$ cat src/hw/rtl/edf_pkg.sv
// Shared types and constants for the EDF task scheduler.
package edf_pkg;

	typedef enum logic [2:0] {
		REQ_CREATE    = 3'd0,
		REQ_TERMINATE = 3'd1,
		REQ_SLEEP     = 3'd2,
		REQ_DEADLINE  = 3'd3,
		REQ_TICK      = 3'd4,
		REQ_SET_TICKS = 3'd5
	} req_t;

	typedef enum logic [1:0] {
		ST_OK      = 2'd0,
		ST_FULL    = 2'd1,
		ST_REFUSED = 2'd2
	} status_t;

	localparam int unsigned REQ_W   = 3;
	localparam int unsigned VALUE_W = 32;
	localparam int unsigned SLOT_W  = 4;
	localparam int unsigned STAT_W  = 2;

	// Commands from the controller to the datapath.
	typedef struct packed {
		logic load;       // capture request
		logic pick_free;  // claim lowest free slot for the captured request
		logic pop_ready;  // remove ready head into the work slot
		logic pop_sleep;  // remove sleep head into the work slot
		logic free_slot;  // release the work slot
		logic set_dl;     // write deadline of work slot
		logic set_wake;   // write wake tick of work slot
		logic tick_inc;
		logic tick_set;
		logic ins_start;  // begin sorted insert of the work slot
		logic ins_sleep;  // insert targets the sleep queue
		logic ins_step;   // advance the insert walk by one entry
		logic set_status_full;
		logic set_status_ref;
		logic set_new;
	} edf_cmd_t;

	// Status from the datapath to the controller.
	typedef struct packed {
		logic free_ok;      // a free slot exists and the ready queue has room
		logic head_idle;    // ready head is the idle task
		logic sleep_full;
		logic sleeper_due;  // sleep head is due and the ready queue has room
		logic ins_done;     // insert walk has placed the entry
	} edf_stat_t;

endpackage

$ cat src/hw/rtl/edf_datapath.sv
// Task tables, ordered queues and the tick counter of the EDF scheduler.
module edf_datapath #(
	parameter int unsigned MaxTasks = 16
) (
	input  logic                             clk,
	input  logic                             arst_n,
	input  edf_pkg::edf_cmd_t                cmd,
	input  logic [edf_pkg::REQ_W-1:0]        req_in,
	input  logic [edf_pkg::VALUE_W-1:0]      value_in,
	output edf_pkg::edf_stat_t               stat,
	output logic [edf_pkg::REQ_W-1:0]        req,
	output logic [edf_pkg::SLOT_W-1:0]       running_task,
	output logic [edf_pkg::SLOT_W-1:0]       new_task,
	output logic [edf_pkg::STAT_W-1:0]       status,
	output logic [edf_pkg::VALUE_W-1:0]      tick_now
);
	localparam int unsigned IdxW = (MaxTasks > 1) ? $clog2(MaxTasks) : 1;
	localparam int unsigned CntW = $clog2(MaxTasks + 1);
	localparam logic [CntW-1:0] MaxCnt = CntW'(MaxTasks);

	logic [IdxW-1:0]            ready_q [MaxTasks];
	logic [IdxW-1:0]            sleep_q [MaxTasks];
	logic [edf_pkg::VALUE_W-1:0] dl_q   [MaxTasks];
	logic [edf_pkg::VALUE_W-1:0] wake_q [MaxTasks];
	logic [MaxTasks-1:0]        used_q;
	logic [CntW-1:0]            rcnt_q, scnt_q, pos_q;
	logic [IdxW-1:0]            work_q, free_idx;
	logic                       free_any, ins_sleep_q, ins_run_q;
	logic [edf_pkg::VALUE_W-1:0] tick_q, value_q, key;
	logic [edf_pkg::REQ_W-1:0]  req_q;
	logic [edf_pkg::SLOT_W-1:0] new_q;
	logic [edf_pkg::STAT_W-1:0] status_q;
	logic [IdxW-1:0]            ent;
	logic [CntW-1:0]            qcnt;
	logic                       stop;

	always_comb begin
		free_any = 1'b0;
		free_idx = '0;
		for (int i = MaxTasks - 1; i >= 0; i--) begin
			if (!used_q[i]) begin
				free_any = 1'b1;
				free_idx = IdxW'(i);
			end
		end
	end

	// Insert walk: the entry at pos_q is compared against the work slot key.
	always_comb begin
		qcnt = ins_sleep_q ? scnt_q : rcnt_q;
		key  = ins_sleep_q ? wake_q[work_q] : dl_q[work_q];
		ent  = ins_sleep_q ? sleep_q[pos_q[IdxW-1:0]] : ready_q[pos_q[IdxW-1:0]];
		stop = (pos_q == qcnt) ||
			((ins_sleep_q ? wake_q[ent] : dl_q[ent]) > key);
	end

	assign stat.free_ok     = free_any && (rcnt_q < MaxCnt);
	assign stat.head_idle   = (ready_q[0] == '0);
	assign stat.sleep_full  = (scnt_q >= MaxCnt);
	assign stat.sleeper_due = (scnt_q != '0) && (rcnt_q < MaxCnt) &&
		(wake_q[sleep_q[0]] <= tick_q);
	assign stat.ins_done    = !ins_run_q;

	always_ff @(posedge clk or negedge arst_n) begin
		if (!arst_n) begin
			used_q      <= MaxTasks'(1);
			rcnt_q      <= CntW'(1);
			scnt_q      <= '0;
			tick_q      <= '0;
			ins_run_q   <= 1'b0;
			ins_sleep_q <= 1'b0;
			pos_q       <= '0;
			work_q      <= '0;
			req_q       <= '0;
			new_q       <= '0;
			status_q    <= '0;
			value_q     <= '0;
			for (int i = 0; i < MaxTasks; i++) begin
				ready_q[i] <= '0;
				dl_q[i]    <= {edf_pkg::VALUE_W{i == 0}};
			end
		end else begin
			if (cmd.load) begin
				req_q    <= req_in;
				value_q  <= value_in;
				new_q    <= '0;
				status_q <= edf_pkg::ST_OK;
			end
			if (cmd.set_status_full) status_q <= edf_pkg::ST_FULL;
			if (cmd.set_status_ref) status_q <= edf_pkg::ST_REFUSED;
			if (cmd.pick_free) begin
				work_q         <= free_idx;
				used_q[free_idx] <= 1'b1;
				dl_q[free_idx] <= value_q;
			end
			if (cmd.set_new) new_q <= edf_pkg::SLOT_W'(work_q);
			if (cmd.pop_ready) begin
				work_q <= ready_q[0];
				for (int i = 0; i < MaxTasks - 1; i++) ready_q[i] <= ready_q[i+1];
				rcnt_q <= rcnt_q - CntW'(1);
			end
			if (cmd.pop_sleep) begin
				work_q <= sleep_q[0];
				for (int i = 0; i < MaxTasks - 1; i++) sleep_q[i] <= sleep_q[i+1];
				scnt_q <= scnt_q - CntW'(1);
			end
			if (cmd.free_slot) used_q[work_q] <= 1'b0;
			if (cmd.set_dl) dl_q[work_q] <= value_q;
			if (cmd.set_wake) wake_q[work_q] <= tick_q + value_q;
			if (cmd.tick_inc) tick_q <= tick_q + 1'b1;
			if (cmd.tick_set) tick_q <= value_q;
			if (cmd.ins_start) begin
				ins_run_q   <= 1'b1;
				ins_sleep_q <= cmd.ins_sleep;
				pos_q       <= '0;
			end
			if (cmd.ins_step && ins_run_q) begin
				if (stop) begin
					ins_run_q <= 1'b0;
					for (int i = MaxTasks - 1; i > 0; i--) begin
						if (CntW'(i) > pos_q && CntW'(i) <= qcnt) begin
							if (ins_sleep_q) sleep_q[i] <= sleep_q[i-1];
							else ready_q[i] <= ready_q[i-1];
						end
					end
					if (ins_sleep_q) begin
						sleep_q[pos_q[IdxW-1:0]] <= work_q;
						scnt_q <= scnt_q + CntW'(1);
					end else begin
						ready_q[pos_q[IdxW-1:0]] <= work_q;
						rcnt_q <= rcnt_q + CntW'(1);
					end
				end else begin
					pos_q <= pos_q + CntW'(1);
				end
			end
		end
	end

	assign req          = req_q;
	assign running_task = edf_pkg::SLOT_W'(ready_q[0]);
	assign new_task     = new_q;
	assign status       = status_q;
	assign tick_now     = tick_q;

`ifndef SYNTHESIS
	a_queue_total: assert property (@(posedge clk) disable iff (!arst_n)
		({1'b0, rcnt_q} + {1'b0, scnt_q}) <= {1'b0, MaxCnt}) else $error("too many queued tasks");
	a_idle_used: assert property (@(posedge clk) disable iff (!arst_n)
		used_q[0]) else $error("idle slot released");
	a_rcnt_bound: assert property (@(posedge clk) disable iff (!arst_n)
		rcnt_q <= MaxCnt && scnt_q <= MaxCnt) else $error("queue count overflow");
`endif
endmodule

$ cat config.mk
export PLATFORM = sky130hd
export DESIGN_NAME = edf_datapath
export DESIGN_NICKNAME = d
export VERILOG_FILES = /design/src/hw/rtl/edf_pkg.sv /design/src/hw/rtl/edf_datapath.sv
export SDC_FILE = /design/constraint.sdc
export NUM_CORES = 2
export LEC_CHECK = 0
export BUFFER_PORTS_ARGS = -buffer_cell sky130_fd_sc_hd__buf_2
export CAP_MARGIN = 10
export CORE_MARGIN = 4
export CORE_UTILIZATION = 58
export CTS_CLUSTER_SIZE = 25
export DETAILED_ROUTE_END_ITERATION = 10
export PLACE_DENSITY = 0.79
export SYNTH_ARGS = -nofsm -noshare
export SYNTH_HDL_FRONTEND = slang
export SYNTH_SLANG_ARGS = --single-unit
$ cat constraint.sdc
create_clock -name clk -period 5.25 [get_ports clk]
set_input_delay 0.7875 -clock clk [delete_from_list [all_inputs] [get_ports clk]]
set_output_delay 0.7875 -clock clk [all_outputs]
set_load 0.05 [all_outputs]
==> impl_metrics.sql <==
INSERT INTO impl_metrics (metric_group, metric, value, unit) VALUES
('status', 'status', 'finished, violations left', ''),
('status', 'violated_checks', 'setup timing', ''),
('routing', 'drt-vias-per-instance', '7.51', ''),
('sta', 'worst_slew_margin_rel', '0.0379', ''),
('placement', 'place.detailed.instances', '7359', ''),
('sta', 'min_period', '6520', 'ps'),
('worst_setup_path', 'worst_setup_path_end_kind', 'flop', ''),
('global_route', 'grt_pass1_vias', '57344', ''),
('sta', 'fin_tns_setup', '-202850', 'ps'),
('placement', 'finalWeightedCongestion', '1.03', ''),
('power', 'power_density', '651', 'nW/um^2'),
('synth', 'post_synthesis_sequential_element_count', '1262', ''),
('clock_network', 'worstSkewPairLatency', '810', 'ps'),
('global_route', 'overflow', '0', ''),
('sta', 'post-route-worst-setup-slack', '-1270', 'ps'),
('clock_network', 'cts_buffer_depth', '3', ''),
('clock_network', 'cts_tree', 'yes', ''),
('final_layout', 'filler_cell_count', '7597', ''),
('power', 'vdd_ir_drop_max', '0.000494', 'V'),
('placement', 'post-dp-hpwl', '167', 'mm'),
('sta', 'final-setup-viol-count', '209', ''),
('placement', 'dp_slack', '-1580', 'ps'),
('worst_setup_path', 'timing.critical_path.from_type', 'flop', ''),
('power', 'p_leak', '33.5', 'nW'),
('sta', 'final.period_utilization', '1.24', ''),
('synth', 'synth_edf_count', '576', ''),
('placement', 'io_buffers', '101', ''),
('final_layout', 'final_util', '0.704', ''),
('routing', 'num_vias', '58008', ''),
('sta', 'final-hold-violation-count', '0', ''),
('routing', 'drt_pass1_iterations', '9', ''),
('synth', 'synth_cells', '5439', ''),
('worst_setup_path', 'crit_required', '5790', 'ps'),
('worst_setup_path', 'crit_path_max_fanout', '16', ''),
('global_route', 'pin_count_of_the_biggest_net_entering_global_routing', '84', ''),
('synth', 'dominantRegCellSynth', 'dfrtp_1', ''),
('routing', 'route.detailed.wl_per_inst', '34.1', 'um'),
('clock_network', 'cts_inserted_buffers', '135', ''),
('synth', 'yosysMostFrequentCell', 'nand2_1', ''),
('final_layout', 'synthToLayoutAreaGrowth', '20.5', '%'),
('power', 'power.internal', '32.9', 'mW'),
('floorplan', 'floorplan.die_area', '129000', 'um^2'),
('sta', 'grt_setup_unrepaired', 'yes', ''),
('sta', 'timing.fmax', '0.153', 'GHz'),
('synth', 'synthDominantCellAreaShare', '0.242', ''),
('synth', 'synth_nets', '5597', ''),
('floorplan', 'rows', '128', ''),
('final_layout', 'drive_gt1_frac', '0.398', ''),
('power', 'comb_power_share', '0.537', ''),
('sta', 'worst_pin_slew', '1430', 'ps'),
('floorplan', 'die_w', '359', 'um'),
('clock_network', 'path_clk_slew', '60', 'ps'),
('synth', 'yosys_warnings', '0', ''),
('run', 'maxCapViolations', '0', ''),
('synth', 'ys_seq_area_frac', '0.484', ''),
('clock_network', 'clock_tree.htree_level_count', '4', ''),
('power', 'power.switching', '23.1', 'mW'),
('routing', 'drt.antenna.violating_nets', '0', ''),
('power', 'switching_share', '0.412', ''),
('power', 'sequentialPowerShare', '0.287', ''),
('synth', 'synth.cell_area', '71400', 'um^2'),
('synth', 'synth_area_per_cell', '13.1', 'um^2'),
('sta', 'fin_worst_skew', '47.4', 'ps'),
('global_route', 'globalRouteTotalUtil', '0.405', ''),
('synth', 'post_synth_most_frequent_cells', 'nand2_1 (674), dfrtp_1 (652), mux2_2 (608)', ''),
('floorplan', 'i_o_pin_count', '102', ''),
('floorplan', 'placeableCoreArea', '122000', 'um^2'),
('global_route', 'grt_antenna_before_repair', '14', ''),
('clock_network', 'clock-root-buffer', 'clkbuf_16', ''),
('sta', 'slew_viol_final', '0', ''),
('synth', 'synth_top_cells_by_area', 'edfxtp_1 (24%), dfrtp_1 (23%), mux4_2 (16%)', ''),
('final_layout', 'finish.net_count', '6151', ''),
('global_route', 'global_route_wire_length_before_repair', '382', 'mm'),
('worst_setup_path', 'cp_data_arrival_time', '7060', 'ps'),
('synth', 'synth-async-reset-ratio', '0.544', ''),
('power', 'clock_power_share', '0.175', ''),
('floorplan', 'height_of_the_chip', '359', 'um'),
('hold_path', 'worst_hold_path_type', 'input pin to flop', ''),
('routing', 'route.detailed.drc', '0', ''),
('routing', 'dr.first_iter.drc_count', '10347', ''),
('floorplan', 'initial_cell_density_of_the_core', '0.585', ''),
('clock_network', 'cts.sink_count', '1262', ''),
('worst_setup_path', 'setup.worst_path.class', 'flop to flop', ''),
('final_layout', 'layout.cells.non_filler', '7729', ''),
('routing', 'wirelength', '264', 'mm'),
('synth', 'netlist-cell-type-count', '75', ''),
('synth', 'yosys.area.top_type', 'edfxtp_1', '');
-- registers in the layout (all words and copies together), names as in the netlist, 4 cells and up --
register / flops
dl_q: 512
wake_q: 512
sleep_q: 64
ready_q: 60
tick_now: 32
value_q: 32
used_q: 16
pos_q: 5
rcnt_q: 5
scnt_q: 5
new_task: 4
running_task: 4
work_q: 4
-- layout make-up --
class                   count  area, um^2  area share
inverters                  61         231     0.00269
multi-input cells        3668       36200       0.421
clock inverters            66         703     0.00818
diodes                      3        7.51   0.0000873
clock buffers             179        3750      0.0436
repair buffers            865        8490      0.0988
flip-flops and latches   1262       34500       0.402
well taps                1625        2030      0.0237
-- placed cells by master (no fill, tap or decap), types with 13 or more instances in the layout --
| cell | instances |
|---|---|
| a21o_1 | 28 |
| a21oi_1 | 99 |
| a22oi_1 | 43 |
| a32oi_1 | 230 |
| and2_1 | 17 |
| and3_1 | 15 |
| buf_12 | 117 |
| buf_16 | 15 |
| buf_2 | 98 |
| buf_4 | 577 |
| buf_6 | 40 |
| clkbuf_1 | 28 |
| clkbuf_16 | 143 |
| clkinv_1 | 13 |
| clkinv_2 | 22 |
| dfrtp_1 | 645 |
| dfstp_2 | 34 |
| edfxtp_1 | 576 |
| ha_1 | 98 |
| inv_1 | 58 |
| mux2_2 | 601 |
| mux2i_1 | 342 |
| mux2i_2 | 13 |
| mux4_2 | 503 |
| nand2_1 | 666 |
| nand2b_1 | 19 |
| nand3_1 | 78 |
| nand4_1 | 68 |
| nor2_1 | 174 |
| nor2_4 | 29 |
| nor2b_1 | 33 |
| nor3_1 | 54 |
| nor3_2 | 22 |
| o211ai_1 | 44 |
| o21ai_0 | 70 |
| o22ai_1 | 62 |
| xnor2_1 | 57 |
-- what timing repair did --
action	in CTS	in global routing
setup endpoints to repair	209	209
pin swaps	86	48
hold endpoints to repair	18	0
buffers inserted	69	25
gates cloned	21	4
hold buffers	1	0
resized for setup	187	92
-- power groups by stage --
stage / sequential [mW] / clock (mW) / combinational [mW]
5_1_grt: 16.3 / 10.2 / 31.0
2_1_floorplan: 15.2 / 0 / 15.6
3_5_place_dp: 16.0 / 0 / 25.7
3_3_place_gp: 15.9 / 0 / 25.1
4_1_cts: 15.9 / 9.77 / 28.0
6_report: 16.1 / 9.82 / 30.1
-- final timing paths --
kind                       slack [ps]  cells past startpoint             to  startpoint
setup reg to reg                -1270                     27  sleep_q[1][0]    pos_q[1]
min in group asynchronous         500                      2     value_q[4]      arst_n
max in group asynchronous        2630                      4         req[1]      arst_n
hold reg to reg                   490                      1      status[1]   status[1]
setup / recovery                -1270                     27  sleep_q[1][0]    pos_q[1]
hold / removal                    150                      2      status[0]      cmd[1]
-- metrics by stage --
stage          cell area (um^2)  power, mW  hold slack, ps
6_report                  86000       56.0             154
5_1_grt                   85900       57.6             144
4_1_cts                   85200       53.7             134
3_5_place_dp              78500       41.7             473
3_3_place_gp              78500       41.0             453
2_1_floorplan             71500       30.8             475
-- worst max-delay path: stages (launching register included) --
cell and delay (ps):
dfrtp_2 440, buf_12 140, mux4_2 490, mux4_2 550
nor2_4 160, buf_4 130, nor3_4 40, buf_12 180
buf_12 160, buf_12 160, buf_4 160, mux2i_1 160
a32oi_1 240, nand4_1 280, nor3_2 270, ha_1 200
nand4_1 150, nor4_2 330, buf_4 190, o41a_1 160
o31a_1 180, buf_12 140, o2111ai_4 190, buf_6 220
buf_6 120, nor2_4 170, mux2_2 380, mux2_2 260
-- cell families (layout without fill, tap and decap cells) --
family	Yosys count	after routing	share of synthesized area
muxes	1478	1478	0.306
and+or+nand+nor	1284	1284	0.0797
DFF	1262	1262	0.484
AOI/OAI and AO/OA	727	727	0.0737
buffers and inverters	509	1171	0.0291
adders and majority gates	106	106	0.0187
xor gates and xnor gates	73	73	0.00896
other	0	3	0
-- layer usage --
| layer | track usage | up-vias | wire (um) |
|---|---|---|---|
| met2 | 0.588 | 5567 | 112000 |
| met3 | 0.174 | 1537 | 44000 |
| li1 | - | 22379 | - |
| met5 | 0 | - | 106 |
| met4 | 0.242 | 16 | 21100 |
| met1 | 0.506 | 28509 | 86200 |
(Power assumes the default switching activity.)
