$ cat config.mk
export PLATFORM = sky130hd
export DESIGN_NAME = edf_ctrl
export DESIGN_NICKNAME = d
export VERILOG_FILES = /design/src/hw/rtl/edf_pkg.sv /design/src/hw/rtl/edf_ctrl.sv
export SDC_FILE = /design/constraint.sdc
export NUM_CORES = 1
export LEC_CHECK = 0
export BUFFER_PORTS_ARGS = -buffer_cell sky130_fd_sc_hd__buf_4
export CAP_MARGIN = 10
export CORE_AREA = 2 2 41 43
export DETAILED_ROUTE_END_ITERATION = 12
export DIE_AREA = 0 0 43 45
export GPL_ROUTABILITY_DRIVEN = 0
export PLACE_DENSITY = 0.74
export SLEW_MARGIN = 20
export SYNTH_ARGS = -nofsm -noshare
export SYNTH_HDL_FRONTEND = slang
export SYNTH_SLANG_ARGS = --single-unit
$ cat constraint.sdc
create_clock -name clk -period 2.61 [get_ports clk]
set_input_delay 0.6525 -clock clk [delete_from_list [all_inputs] [get_ports clk]]
set_output_delay 0.6525 -clock clk [all_outputs]
set_load 0.05 [all_outputs]
$ cat src/hw/rtl/edf_pkg.sv
// Shared types and constants for the EDF task scheduler.
package edf_pkg;

	typedef enum logic [2:0] {
		REQ_CREATE    = 3'd0,
		REQ_TERMINATE = 3'd1,
		REQ_SLEEP     = 3'd2,
		REQ_DEADLINE  = 3'd3,
		REQ_TICK      = 3'd4,
		REQ_SET_TICKS = 3'd5
	} req_t;

	typedef enum logic [1:0] {
		ST_OK      = 2'd0,
		ST_FULL    = 2'd1,
		ST_REFUSED = 2'd2
	} status_t;

	localparam int unsigned REQ_W   = 3;
	localparam int unsigned VALUE_W = 32;
	localparam int unsigned SLOT_W  = 4;
	localparam int unsigned STAT_W  = 2;

	// Commands from the controller to the datapath.
	typedef struct packed {
		logic load;       // capture request
		logic pick_free;  // claim lowest free slot for the captured request
		logic pop_ready;  // remove ready head into the work slot
		logic pop_sleep;  // remove sleep head into the work slot
		logic free_slot;  // release the work slot
		logic set_dl;     // write deadline of work slot
		logic set_wake;   // write wake tick of work slot
		logic tick_inc;
		logic tick_set;
		logic ins_start;  // begin sorted insert of the work slot
		logic ins_sleep;  // insert targets the sleep queue
		logic ins_step;   // advance the insert walk by one entry
		logic set_status_full;
		logic set_status_ref;
		logic set_new;
	} edf_cmd_t;

	// Status from the datapath to the controller.
	typedef struct packed {
		logic free_ok;      // a free slot exists and the ready queue has room
		logic head_idle;    // ready head is the idle task
		logic sleep_full;
		logic sleeper_due;  // sleep head is due and the ready queue has room
		logic ins_done;     // insert walk has placed the entry
	} edf_stat_t;

endpackage

$ cat src/hw/rtl/edf_ctrl.sv
// Request sequencer of the EDF scheduler.
module edf_ctrl (
	input  logic                      clk,
	input  logic                      arst_n,
	input  logic                      in_valid,
	output logic                      in_ready,
	output logic                      out_valid,
	input  logic                      out_ready,
	input  logic [edf_pkg::REQ_W-1:0] req,
	input  edf_pkg::edf_stat_t        stat,
	output edf_pkg::edf_cmd_t         cmd
);
	typedef enum logic [5:0] {
		S_IDLE   = 6'b000001,
		S_DECODE = 6'b000010,
		S_PREP   = 6'b000100,
		S_INSERT = 6'b001000,
		S_WAKE   = 6'b010000,
		S_OUT    = 6'b100000
	} state_t;

	state_t state_q, state_d;
	logic   sleep_ins_q, sleep_ins_d;

	always_comb begin
		cmd         = '0;
		state_d     = state_q;
		sleep_ins_d = sleep_ins_q;
		in_ready    = 1'b0;
		out_valid   = 1'b0;
		case (state_q)
			S_IDLE: begin
				in_ready = 1'b1;
				if (in_valid) begin
					cmd.load = 1'b1;
					state_d  = S_DECODE;
				end
			end
			S_DECODE: begin
				state_d = S_OUT;
				case (req)
					edf_pkg::REQ_CREATE: begin
						if (stat.free_ok) begin
							cmd.pick_free = 1'b1;
							sleep_ins_d   = 1'b0;
							state_d       = S_PREP;
						end else begin
							cmd.set_status_full = 1'b1;
						end
					end
					edf_pkg::REQ_TERMINATE: begin
						if (stat.head_idle) cmd.set_status_ref = 1'b1;
						else begin
							cmd.pop_ready = 1'b1;
							state_d       = S_PREP;
						end
					end
					edf_pkg::REQ_SLEEP: begin
						if (stat.head_idle || stat.sleep_full) cmd.set_status_ref = 1'b1;
						else begin
							cmd.pop_ready = 1'b1;
							sleep_ins_d   = 1'b1;
							state_d       = S_PREP;
						end
					end
					edf_pkg::REQ_DEADLINE: begin
						cmd.pop_ready = 1'b1;
						sleep_ins_d   = 1'b0;
						state_d       = S_PREP;
					end
					edf_pkg::REQ_TICK: begin
						cmd.tick_inc = 1'b1;
						state_d      = S_WAKE;
					end
					edf_pkg::REQ_SET_TICKS: cmd.tick_set = 1'b1;
					default: ;
				endcase
			end
			S_PREP: begin
				case (req)
					edf_pkg::REQ_CREATE: begin
						cmd.set_new   = 1'b1;
						cmd.ins_start = 1'b1;
						state_d       = S_INSERT;
					end
					edf_pkg::REQ_TERMINATE: begin
						cmd.free_slot = 1'b1;
						state_d       = S_OUT;
					end
					edf_pkg::REQ_SLEEP: begin
						cmd.set_wake  = 1'b1;
						state_d       = S_PREP;
						sleep_ins_d   = 1'b0;
						if (!sleep_ins_q) begin
							cmd.set_wake  = 1'b0;
							cmd.ins_start = 1'b1;
							cmd.ins_sleep = 1'b1;
							state_d       = S_INSERT;
						end
					end
					edf_pkg::REQ_DEADLINE: begin
						cmd.set_dl = 1'b1;
						state_d    = S_PREP;
						sleep_ins_d = 1'b1;
						if (sleep_ins_q) begin
							cmd.set_dl    = 1'b0;
							cmd.ins_start = 1'b1;
							state_d       = S_INSERT;
						end
					end
					edf_pkg::REQ_TICK: begin
						cmd.ins_start = 1'b1;
						state_d       = S_INSERT;
					end
					default: state_d = S_OUT;
				endcase
			end
			S_INSERT: begin
				cmd.ins_step = 1'b1;
				if (stat.ins_done) state_d = (req == edf_pkg::REQ_TICK) ? S_WAKE : S_OUT;
			end
			S_WAKE: begin
				if (stat.sleeper_due) begin
					cmd.pop_sleep = 1'b1;
					state_d       = S_PREP;
				end else begin
					state_d = S_OUT;
				end
			end
			S_OUT: begin
				out_valid = 1'b1;
				if (out_ready) state_d = S_IDLE;
			end
			default: state_d = S_IDLE;
		endcase
	end

	always_ff @(posedge clk or negedge arst_n) begin
		if (!arst_n) begin
			state_q     <= S_IDLE;
			sleep_ins_q <= 1'b0;
		end else begin
			state_q     <= state_d;
			sleep_ins_q <= sleep_ins_d;
		end
	end

`ifndef SYNTHESIS
	a_onehot: assert property (@(posedge clk) disable iff (!arst_n)
		$onehot(state_q)) else $error("state not one-hot");
	a_no_accept_busy: assert property (@(posedge clk) disable iff (!arst_n)
		in_ready |-> !out_valid) else $error("accept while result pending");
	a_insert_step: assert property (@(posedge clk) disable iff (!arst_n)
		cmd.ins_start |=> state_q == S_INSERT) else $error("insert not started");
`endif
endmodule

==> reports/metrics.yaml, run 1 <==
routing:
  top_layer: "met4"
  drtPass1Iterations: 4
  ant_nets: 0
  vias: 703
  drcViolationCount: 0
  drt_iter0_markers: 12
  vias_per_cell: 5.67
  wl_met2_um: 981
  drt-total-wl_um: 1880
  avgRoutedWirePerCell_um: 15.1
  m1WireLength_um: 743
  dr_wl_met3_um: 96
yosys:
  synth_area_sq_um: 627
  ys_seq_area_share_pct: 28.1
  syn_area_per_cell_sq_um: 8.25
  syn-num-nets: 88
  ys_ff_latch: 7
  yosysUniqueCellTypes: 34
  syn_inst: 76
  ys_warn_count: 0
clock_tree:
  h-tree-depth: 1
  root_buffer: "clkbuf_4"
  cts_hold_buf: 0
  cts_max_path_buffers: 2
  cts.sinks: 7
  cts_tree: "done"
  cts_buffers: 3
  path_clk_slew_ps: 50
  clk-insertion-delay-late_ps: 250
global_route:
  grt_pass1_vias: 680
  grt_overflow_total: 0
  grt_pass1_wl_um: 2920
  grt_max_degree: 15
  track_usage_pct: 20.9
  antenna_found_initial: 0
floorplanning:
  start_util_pct: 42.6
  die_height_um: 45
  rows: 14
  die_area_sq_mm: 0.00194
  die_w_um: 43
  io_pins: 29
  core-area_sq_mm: 0.00147
sta:
  max_freq_mhz: 392
  period_minus_slack_ps: 2550
  setup_violations: 0
  worstMarginPinSlew_ps: 431
  clock_skew_ps: 2.04
  fin_crit_sh_pct: 97.8
  maxSlewHeadroom_pct: 70.5
  maxSlewViolCount: 0
  hold_viol: 0
  fin_setup_tns_ps: 0
pwr:
  p_leak_uw: 0.000445
  p_per_area_mw_per_mm2: 711
  ir_drop_uv: 305
setup_path:
  crit_buf_inv: 2
  critPathMaxFanout: 5
  cp.required_ps: 1960
  startpoint_type: "flip-flop"
  worstSetupPathType: "flip-flop to output pin"
  crit_path_end_kind: "output pin"
  max_stage_delay_ps: 540
  critical_path.top_delay_family: "simple AND/OR/NAND/NOR gates"
  arrival_ps: 1900
  cp_slowest_cell: "or4_4"
  worstPathCellList: "or4_4 -> or3b_4 -> inv_1 -> buf_4"
placement:
  hpwl_um: 1500
  portBuffers: 28
  dp_cells: 120
  place_area_sq_um: 898
cells_and_area:
  final_cell_area_sq_um: 968
  syn2layout_area_growth_pct: 54.5
  drive_gt1_share_pct: 49.1
  finalCoreUtilization_pct: 65.8
  fin_cells: 124
  n_antenna_cell: 0
  fillCellCount: 135
  fin_nets: 121
  multiInputGateArea_sq_um: 500
  seqCellArea_sq_um: 178
job:
  drv_cap: 0
hold_path:
  hold_class: "input pin to async pin"
outcome:
  run_status: "finished, final reports clean"
-- cells in the mapped netlist, drive strengths merged --
master   number  share of area [%]
o21bai        1                1.2
nor3          7                5.6
nor2          5                3.0
dfrtp         6                 24
xnor2         2                2.8
or3           1                1.0
o221a         2                5.0
or3b          1                1.8
nand2         4                2.4
o2bb2ai       1                1.4
buf           1               0.60
nand3b        3                3.6
and3b         4                5.6
and3          1                1.0
o22ai         2                2.0
inv           3                1.8
o41ai         1                2.6
nor2b         2                2.0
nand2b        1                1.0
nand3         2                1.6
nor3b         4                4.8
xor2          1                1.4
a31oi         1                1.0
dfstp         1                4.2
a211oi        1                1.2
clkbuf        2                1.2
and2          3                3.0
a21oi         6                4.8
a2111oi       1                1.4
o21ai         2                1.6
nor4          2                2.0
or4           1                1.8
or4bb         1                1.8
-- sequential cells by signal (all words and copies together), names as in the netlist --
| signal | flops |
|---|---|
| sleep_ins_q | 1 |
| state_q | 6 |
-- logic make-up (layout without fill, tap and decap cells) --
| family | count (synthesis) | in the layout | synth area share, % |
|---|---|---|---|
| AND/OR/NAND/NOR | 42 | 42 | 41.9 |
| AO/OA/AOI/OAI | 18 | 18 | 22.2 |
| flip-flops | 7 | 7 | 28.1 |
| buffers and inverters | 6 | 38 | 3.59 |
| XOR/XNOR | 3 | 3 | 4.19 |
-- stage by stage --
step / hold slack, ps / setup slack [ps] / total power, uW
after floorplan: 357 / -397 / 447
after global placement: 465 / 286 / 546
after detailed placement: 467 / 177 / 561
after CTS: 202 / 7.40 / 666
after global routing: 190 / -41.6 / 738
final: 199 / 58.5 / 688
-- repair_timing --
action	in CTS	in global routing
resized for setup	2	7
setup endpoints to repair	3	9
endpoints found under the hold margin	0	0
buffers inserted	0	0
-- worst paths after layout --
check / slack, ps / depth (start not counted) / from / end
max in group asynchronous: 2210 / 1 / arst_n / state_q[0]$_DFFE_PN1P_
worst max-delay path: 60 / 4 / state_q[1]$_DFFE_PN0P_ / out_valid
worst max register to register: 550 / 5 / state_q[1]$_DFFE_PN0P_ / state_q[0]$_DFFE_PN1P_
min in group clk: 630 / 2 / out_ready / state_q[5]$_DFFE_PN0P_
worst min register to register: 750 / 2 / sleep_ins_q$_DFFE_PN0P_ / sleep_ins_q$_DFFE_PN0P_
worst min-delay path: 200 / 1 / arst_n / state_q[2]$_DFFE_PN0P_
-- power breakdown --
group	internal (uW)	switching (uW)
logic	175	219
registers	145	51.1
clock network	58.3	39.2
-- final cells by class --
type / instances / area share [%]
tap: 16 / 2.07
inverter: 3 / 1.16
clock buffer: 4 / 2.71
multi-input combinational: 63 / 51.7
timing repair buffer: 31 / 24.0
sequential: 7 / 18.3
-- placed cells by master, fill, tap and decap left out, drive strengths merged, types with 3 or more instances in the layout --
| master | count |
|---|---|
| dfrtp | 6 |
| buf | 31 |
| a21oi | 6 |
| and3b | 4 |
| inv | 3 |
| clkbuf | 4 |
| nand2 | 4 |
| nor2 | 5 |
| nand3b | 3 |
| nor3b | 4 |
| and2 | 3 |
| nor3 | 7 |
-- worst reg2reg max path, stage by stage (launching register included) --
cell	delay [ps]
dfrtp_2	430
or4_4	540
or3b_4	420
o221a_4	270
o41ai_2	60
o221a_1	280
-- per-layer routing --
layer	up-vias	track usage, %
li1	351	-
met1	318	22.3
met2	28	40.0
met3	6	2.80
met4	0	10.9
met5	-	0
No activity file was read; power rests on OpenSTA's default activity.
==> inputs of run 2 (changes only) <==
--- a/config.mk
+++ b/config.mk
@@ -12,6 +12,8 @@
 export DIE_AREA = 0 0 43 45
 export GPL_ROUTABILITY_DRIVEN = 0
 export PLACE_DENSITY = 0.74
+export REMOVE_ABC_BUFFERS = 1
+export SETUP_SLACK_MARGIN = 0.02
 export SLEW_MARGIN = 20
 export SYNTH_ARGS = -nofsm -noshare
 export SYNTH_HDL_FRONTEND = slang
==> run 2 against run 1 <==
Against the previous run: total power down 0.37%; critical path type unchanged; global-route usage is 2.2 points lower; fmax down 0.61%; first-iteration DRC count is the same; critical path depth stayed put; sequential share of layout area up 0.18 points; largest cell class unchanged; worst hold slack gained 11 ps; clock skew decreased by 1.2 ps; highest routed layer unchanged; cell count grew 0.81%; cell area shrank 1.7%; wire length decreased by 2.8%.
==> reports/metrics.yaml, run 2 (synthesized netlist as in run 1, its figures left out) <==
floorplanning:
  rows: 14  # unchanged
  die_height_um: 45  # unchanged
  core-area_sq_mm: 0.00147  # unchanged
  die_w_um: 43  # unchanged
  start_util_pct: 42.6  # unchanged
  die_area_sq_mm: 0.00194  # unchanged
  io_pins: 29  # unchanged
sta:
  max_freq_mhz: 390  # -0.61%
  fin_crit_sh_pct: 98.4  # +0.60 points
  clock_skew_ps: 0.837  # -1.20 ps
  maxSlewViolCount: 0  # unchanged
  worstMarginPinSlew_ps: 405  # -26.0 ps
  period_minus_slack_ps: 2570  # +15.6 ps
  maxSlewHeadroom_pct: 72.3  # +1.8 points
  rsz0062_at_grt: "true"
  hold_viol: 0  # unchanged
  fin_setup_tns_ps: 0  # unchanged
  setup_violations: 0  # unchanged
routing:
  avgRoutedWirePerCell_um: 14.6  # -3.5%
  drtPass1Iterations: 8  # +4
  drt_iter0_markers: 12  # unchanged
  drt-total-wl_um: 1830  # -2.8%
  vias: 725  # +3.1%
  drcViolationCount: 0  # unchanged
  vias_per_cell: 5.80  # +2.3%
  ant_nets: 0  # unchanged
setup_path:
  rrSetupSlack_ps: 570  # +20 ps
  cp.required_ps: 1960  # about the same
  arrival_ps: 1910  # about the same
  worstSetupPathType: "flip-flop to output pin"
  cp_slowest_cell: "or4_4"
  crit_path_end_kind: "output pin"
  crit_buf_inv: 2  # unchanged
  rr_startpoint: "state_q[1]$_DFFE_PN0P_"
  max_stage_delay_ps: 550  # about the same
  critPathMaxFanout: 5  # unchanged
  startpoint_type: "flip-flop"
  rr_endpoint: "state_q[0]$_DFFE_PN1P_"
  worstPathCellList: "or4_4 -> or3b_4 -> inv_1 -> buf_4"
  rr_worst_depth: 5  # unchanged
  critical_path.top_delay_family: "simple AND/OR/NAND/NOR gates"
cells_and_area:
  reg_top3: "state_q: 6 flops, sleep_ins_q: 1 flops"
  syn2layout_area_growth_pct: 51.9
  finalCoreUtilization_pct: 64.7  # -1.1 points
  n_antenna_cell: 0  # unchanged
  fin_nets: 122  # +0.83%
  final_common_cell: "buf_4"
  largest_reg_flops: 6  # unchanged
  top_register: "state_q"
  drive_gt1_share_pct: 42.2  # -6.9 points
  final_cell_mix: "buf_4 (31), nor3_1 (7), a21oi_1 (6), dfrtp_1 (6), nor2_1 (5)"
hold_path:
  hold_class: "input pin to async pin"
clock_tree:
  path_clk_slew_ps: 50  # about the same
  cts_buffers: 3  # unchanged
  cts_max_path_buffers: 2  # unchanged
  h-tree-depth: 1  # unchanged
  root_buffer: "clkbuf_4"
  clk-insertion-delay-late_ps: 240  # about the same
  cts.sinks: 7  # unchanged
  cts_hold_buf: 0  # unchanged
  cts_tree: "done"
job:
  drv_cap: 0  # unchanged
pwr:
  p_leak_uw: 0.000454  # +2.1%
  p_per_area_mw_per_mm2: 720  # +1.3%
  ir_drop_uv: 323  # +5.8%
global_route:
  grt_pass1_wl_um: 2730  # -6.6%
  grt_max_degree: 15  # unchanged
  grt_pass1_vias: 656  # -3.5%
  track_usage_pct: 18.6  # -2.2 points
  grt_overflow_total: 0  # unchanged
  antenna_found_initial: 0  # unchanged
outcome:
  run_status: "finished, final reports clean"
placement:
  portBuffers: 28  # unchanged
  hpwl_um: 1310  # -13%
-- run 2: per-layer routing --
layer	track usage [%]	wire length, um	vias to the layer above
li1	-	-	355
met1	23.6	790	325
met2	31.5	836	37
met3	3.60	135	8
met4	7.27	62	0
met5	0	0	-
-- run 2: how the worst max path moves through the flow --
stage          cells after the start  slack (ps)                    from   endpoint
6_report                           4          40  state_q[1]$_DFFE_PN0P_  out_valid
5_1_grt                            4        0.06  state_q[1]$_DFFE_PN0P_  out_valid
4_1_cts                            5          30  state_q[1]$_DFFE_PN0P_     cmd[9]
3_5_place_dp                       5         200  state_q[1]$_DFFE_PN0P_     cmd[9]
3_3_place_gp                       4         290  state_q[1]$_DFFE_PN0P_    cmd[11]
2_1_floorplan                      4        -390  state_q[1]$_DFFE_PN0P_     cmd[9]
-- run 2: area by class of cell --
cell class / instances / area, sq um
inverter: 3 / 11.3
multi-input combinational: 63 / 474
clock buffer: 4 / 26.3
timing repair buffer: 32 / 244
fill: 129 / 519
tap: 16 / 20.0
sequential: 7 / 176
-- run 2: report_power, final --
| part | total (uW) | internal [uW] | switching (uW) | leakage, uW |
|---|---|---|---|---|
| Sequential | 199 | 144 | 55.4 | 0.0000911 |
| Clock | 93.2 | 58.0 | 35.1 | 0.0000150 |
| Combinational | 394 | 183 | 211 | 0.000348 |
| Total | 686 | 384 | 302 | 0.000454 |
-- run 2: what timing repair did --
action,in CTS,in global routing
cloned,0,0
buffers inserted,2,1
resized for setup,1,8
setup endpoints to repair,4,9
pin swaps,1,1
-- run 2: per-stage QoR --
stage	area [sq um]	worst slack (ps)	total power, uW	instances	hold WS (ps)
after floorplan	616	-388	434	73	357
after detailed placement	853	204	528	118	467
after global placement	853	286	524	118	467
final	952	42.9	686	125	211
after CTS	901	28.3	644	124	211
after global routing	952	0.0577	721	125	200
-- run 2: worst reg2reg max path, stage by stage (launching register included) --
cell	delay (ps)
dfrtp_1	450
or4_4	550
or3b_4	420
o221a_4	260
o41ai_2	60
o221a_1	230
==> inputs of run 3 (changes only) <==
--- a/config.mk
+++ b/config.mk
@@ -5,13 +5,14 @@
 export SDC_FILE = /design/constraint.sdc
 export NUM_CORES = 1
 export LEC_CHECK = 0
+export ABC_AREA = 1
 export BUFFER_PORTS_ARGS = -buffer_cell sky130_fd_sc_hd__buf_4
 export CAP_MARGIN = 10
-export CORE_AREA = 2 2 41 43
+export CORE_AREA = 2 2 43 45
 export DETAILED_ROUTE_END_ITERATION = 12
-export DIE_AREA = 0 0 43 45
+export DIE_AREA = 0 0 45 47
 export GPL_ROUTABILITY_DRIVEN = 0
-export PLACE_DENSITY = 0.74
+export PLACE_DENSITY = 0.72
 export REMOVE_ABC_BUFFERS = 1
 export SETUP_SLACK_MARGIN = 0.02
 export SLEW_MARGIN = 20
==> run 3 against run 2 <==
Against the previous run: critical path depth is 3 higher; register-to-register slack better by 600 ps; synthesized cell count is 70% higher; via count is 19% higher; sequential share of layout area is 0.17 points lower; area after synthesis is 12% higher; highest routed layer unchanged.
==> reports/metrics.yaml, run 3 <==
yosys:
  synth_largest_area_cell: "dfrtp_1"
  netlist_top_cells_area: "dfrtp_1 (21%), nand2_1 (19%), nor2_1 (15%)"
  syn_area_per_cell_sq_um: 5.43  # -34%
  ys_seq_area_share_pct: 25.2  # -3.0 points
  synth_area_sq_um: 701  # +12%
  ys_ff_latch: 7  # unchanged
  yosys.cell_count.top_type: "nand2_1"
  yosysUniqueCellTypes: 18  # -47%
  syn_inst: 129  # +70%
  synth_edf_count: 0  # unchanged
  ys_warn_count: 0  # unchanged
  synth_commonest_cells: "nand2_1 (36), nor2_1 (28), inv_1 (23), nand3_1 (10), dfrtp_1 (6)"
  synthFlopType: "dfrtp_1"
  synth_top_area_share_pct: 21.4  # -2.5 points
  ys_async_sr_fraction_pct: 100  # unchanged
cells_and_area:
  finalCoreUtilization_pct: 58.2  # -6.5 points
  multiInputGateArea_sq_um: 429  # -9.5%
  seqCellArea_sq_um: 176  # unchanged
  final_common_cell: "nand2_1"
  fin_nets: 174  # +43%
  drive_gt1_share_pct: 24.8  # -17 points
  n_antenna_cell: 0  # unchanged
  reg_top3: "state_q: 6 flops, sleep_ins_q: 1 flops"
  final_cell_mix: "nand2_1 (36), buf_4 (29), nor2_1 (28), inv_1 (23), nand3_1 (10)"
  top_register: "state_q"
  fin_cells: 178  # +42%
  fillCellCount: 174  # +35%
  largest_reg_flops: 6  # unchanged
  syn2layout_area_growth_pct: 37.1
clock_tree:
  cts_resized: 0  # -1
  cts.sinks: 7  # unchanged
  cts_tree: "done"
  h-tree-depth: 1  # unchanged
  root_buffer: "clkbuf_4"
  cts_hold_buf: 0  # unchanged
  cts_buffers: 3  # unchanged
  post_cts_buffers: 0  # -2
  cts_max_path_buffers: 2  # unchanged
  path_clk_slew_ps: 50  # about the same
  clk-insertion-delay-late_ps: 240  # about the same
pwr:
  p_per_area_mw_per_mm2: 680  # -5.6%
  p_leak_uw: 0.000607  # +34%
  ir_drop_uv: 603  # +87%
  total_power_uw: 653  # -4.8%
setup_path:
  arrival_ps: 1630  # -280 ps
  worstSetupPathType: "input pin to output pin"
  cp.required_ps: 1960  # about the same
  worstSetupStartpoint: "req[2]"
  rr_endpoint: "sleep_ins_q$_DFFE_PN0P_"
  critPathMaxFanout: 10  # +5
  startpoint_type: "input pin"
  crit_path_end_kind: "output pin"
  rrSetupSlack_ps: 1170  # +600 ps
  rr_worst_depth: 8  # +3
  rr_startpoint: "state_q[0]$_DFFE_PN1P_"
placement:
  portBuffers: 28  # unchanged
  hpwl_um: 1590  # +22%
  pre_cts_ws_ps: 348  # +144 ps
  dp_cells: 174  # +47%
global_route:
  grt_pass1_wl_um: 3000  # +10%
  grt_pass1_vias: 737  # +12%
  antenna_found_initial: 0  # unchanged
  track_usage_pct: 19.3  # +0.71 points
  grt_max_degree: 11  # -4
  grt_overflow_total: 0  # unchanged
hold_path:
  hold_class: "input pin to async pin"
floorplanning:
  die_area_sq_mm: 0.00212  # +9.3%
  io_pins: 29  # unchanged
  rows: 15  # +1
  start_util_pct: 42.4  # -0.18 points
  die_w_um: 45  # +4.7%
  core-area_sq_mm: 0.00165  # +12%
  die_height_um: 47  # +4.4%
sta:
  setup_violations: 0  # unchanged
  period_minus_slack_ps: 2280  # -286 ps
  maxSlewHeadroom_pct: 79.1  # +6.8 points
  clock_skew_ps: 0.962  # +0.126 ps
  fin_crit_sh_pct: 87.4  # -11 points
  worstMarginPinSlew_ps: 313  # -92.5 ps
  fin_setup_tns_ps: 0  # unchanged
  layout_setup_ws_ps: 329  # +286 ps
  max_freq_mhz: 438  # +13%
  rsz0062_at_grt: "false"
  maxSlewViolCount: 0  # unchanged
  hold_viol: 0  # unchanged
routing:
  drtPass1Iterations: 4  # -4
  vias: 862  # +19%
  drt_iter0_markers: 18  # +6
  avgRoutedWirePerCell_um: 10.5  # -28%
  drt-total-wl_um: 1870  # +2.5%
  vias_per_cell: 4.84  # -17%
  drcViolationCount: 0  # unchanged
  ant_nets: 0  # unchanged
job:
  drv_cap: 0  # unchanged
outcome:
  run_status: "finished, final reports clean"
==> run 3: changes by cell type after synthesis, moves of 3 or more <==
cell     previous run  this run
and2_1              3         0
nor3b_1             4         0
and3b_1             4         0
nor2_2              0         4
nand3_1             2        10
inv_1               3        23
nand2_1             4        36
nand4_1             0         4
nor2_1              5        28
a21oi_1             6         2
==> run 3: how the worst max path moves through the flow <==
stage	slack, ps	endpoint	depth (start not counted)
6_report	330	cmd[5]	7
5_1_grt	200	cmd[5]	7
4_1_cts	350	cmd[5]	7
3_5_place_dp	350	cmd[5]	7
3_3_place_gp	400	cmd[5]	7
2_1_floorplan	-90	cmd[9]	3
==> run 3: worst max-delay path, stage by stage <==
cell and delay, ps:
buf_4 120, inv_2 140, nand3_1 160, o21ai_0 190, a21oi_1 70, nor2_1 90
buf_4 200
==> run 3: through the flow <==
| step | hold WS [ps] | cell area [sq um] |
|---|---|---|
| 2_1_floorplan | 357 | 696 |
| 3_3_place_gp | 470 | 935 |
| 3_5_place_dp | 470 | 935 |
| 4_1_cts | 206 | 961 |
| 5_1_grt | 207 | 961 |
| 6_report | 210 | 961 |
==> run 3: per-layer routing <==
metal  up-vias  share of wire, %  track usage (%)  wire length (um)
met3         4               6.1             2.31               115
met2        34                45             31.1               834
li1        463                 -                -                 -
met1       361                47             26.0               888
met4         0               1.7             8.82                31
met5         -                 0                0                 0
==> run 3: report_power, final <==
group	switching (uW)	internal [uW]
logic	274	114
clock network	35.0	58.0
registers	28.2	145
==> run 3: area by class of cell <==
class,instances,area share [%]
tap,17,2.21
clock buffer,4,2.73
multi-input combinational,97,44.7
timing repair buffer,29,22.7
sequential,7,18.4
inverter,24,9.37
==> run 3: cells by family after synthesis <==
logic type      synth area share, %
compound gates                 4.28
buf+inv                        13.6
flops                          25.2
simple gates                   57.0
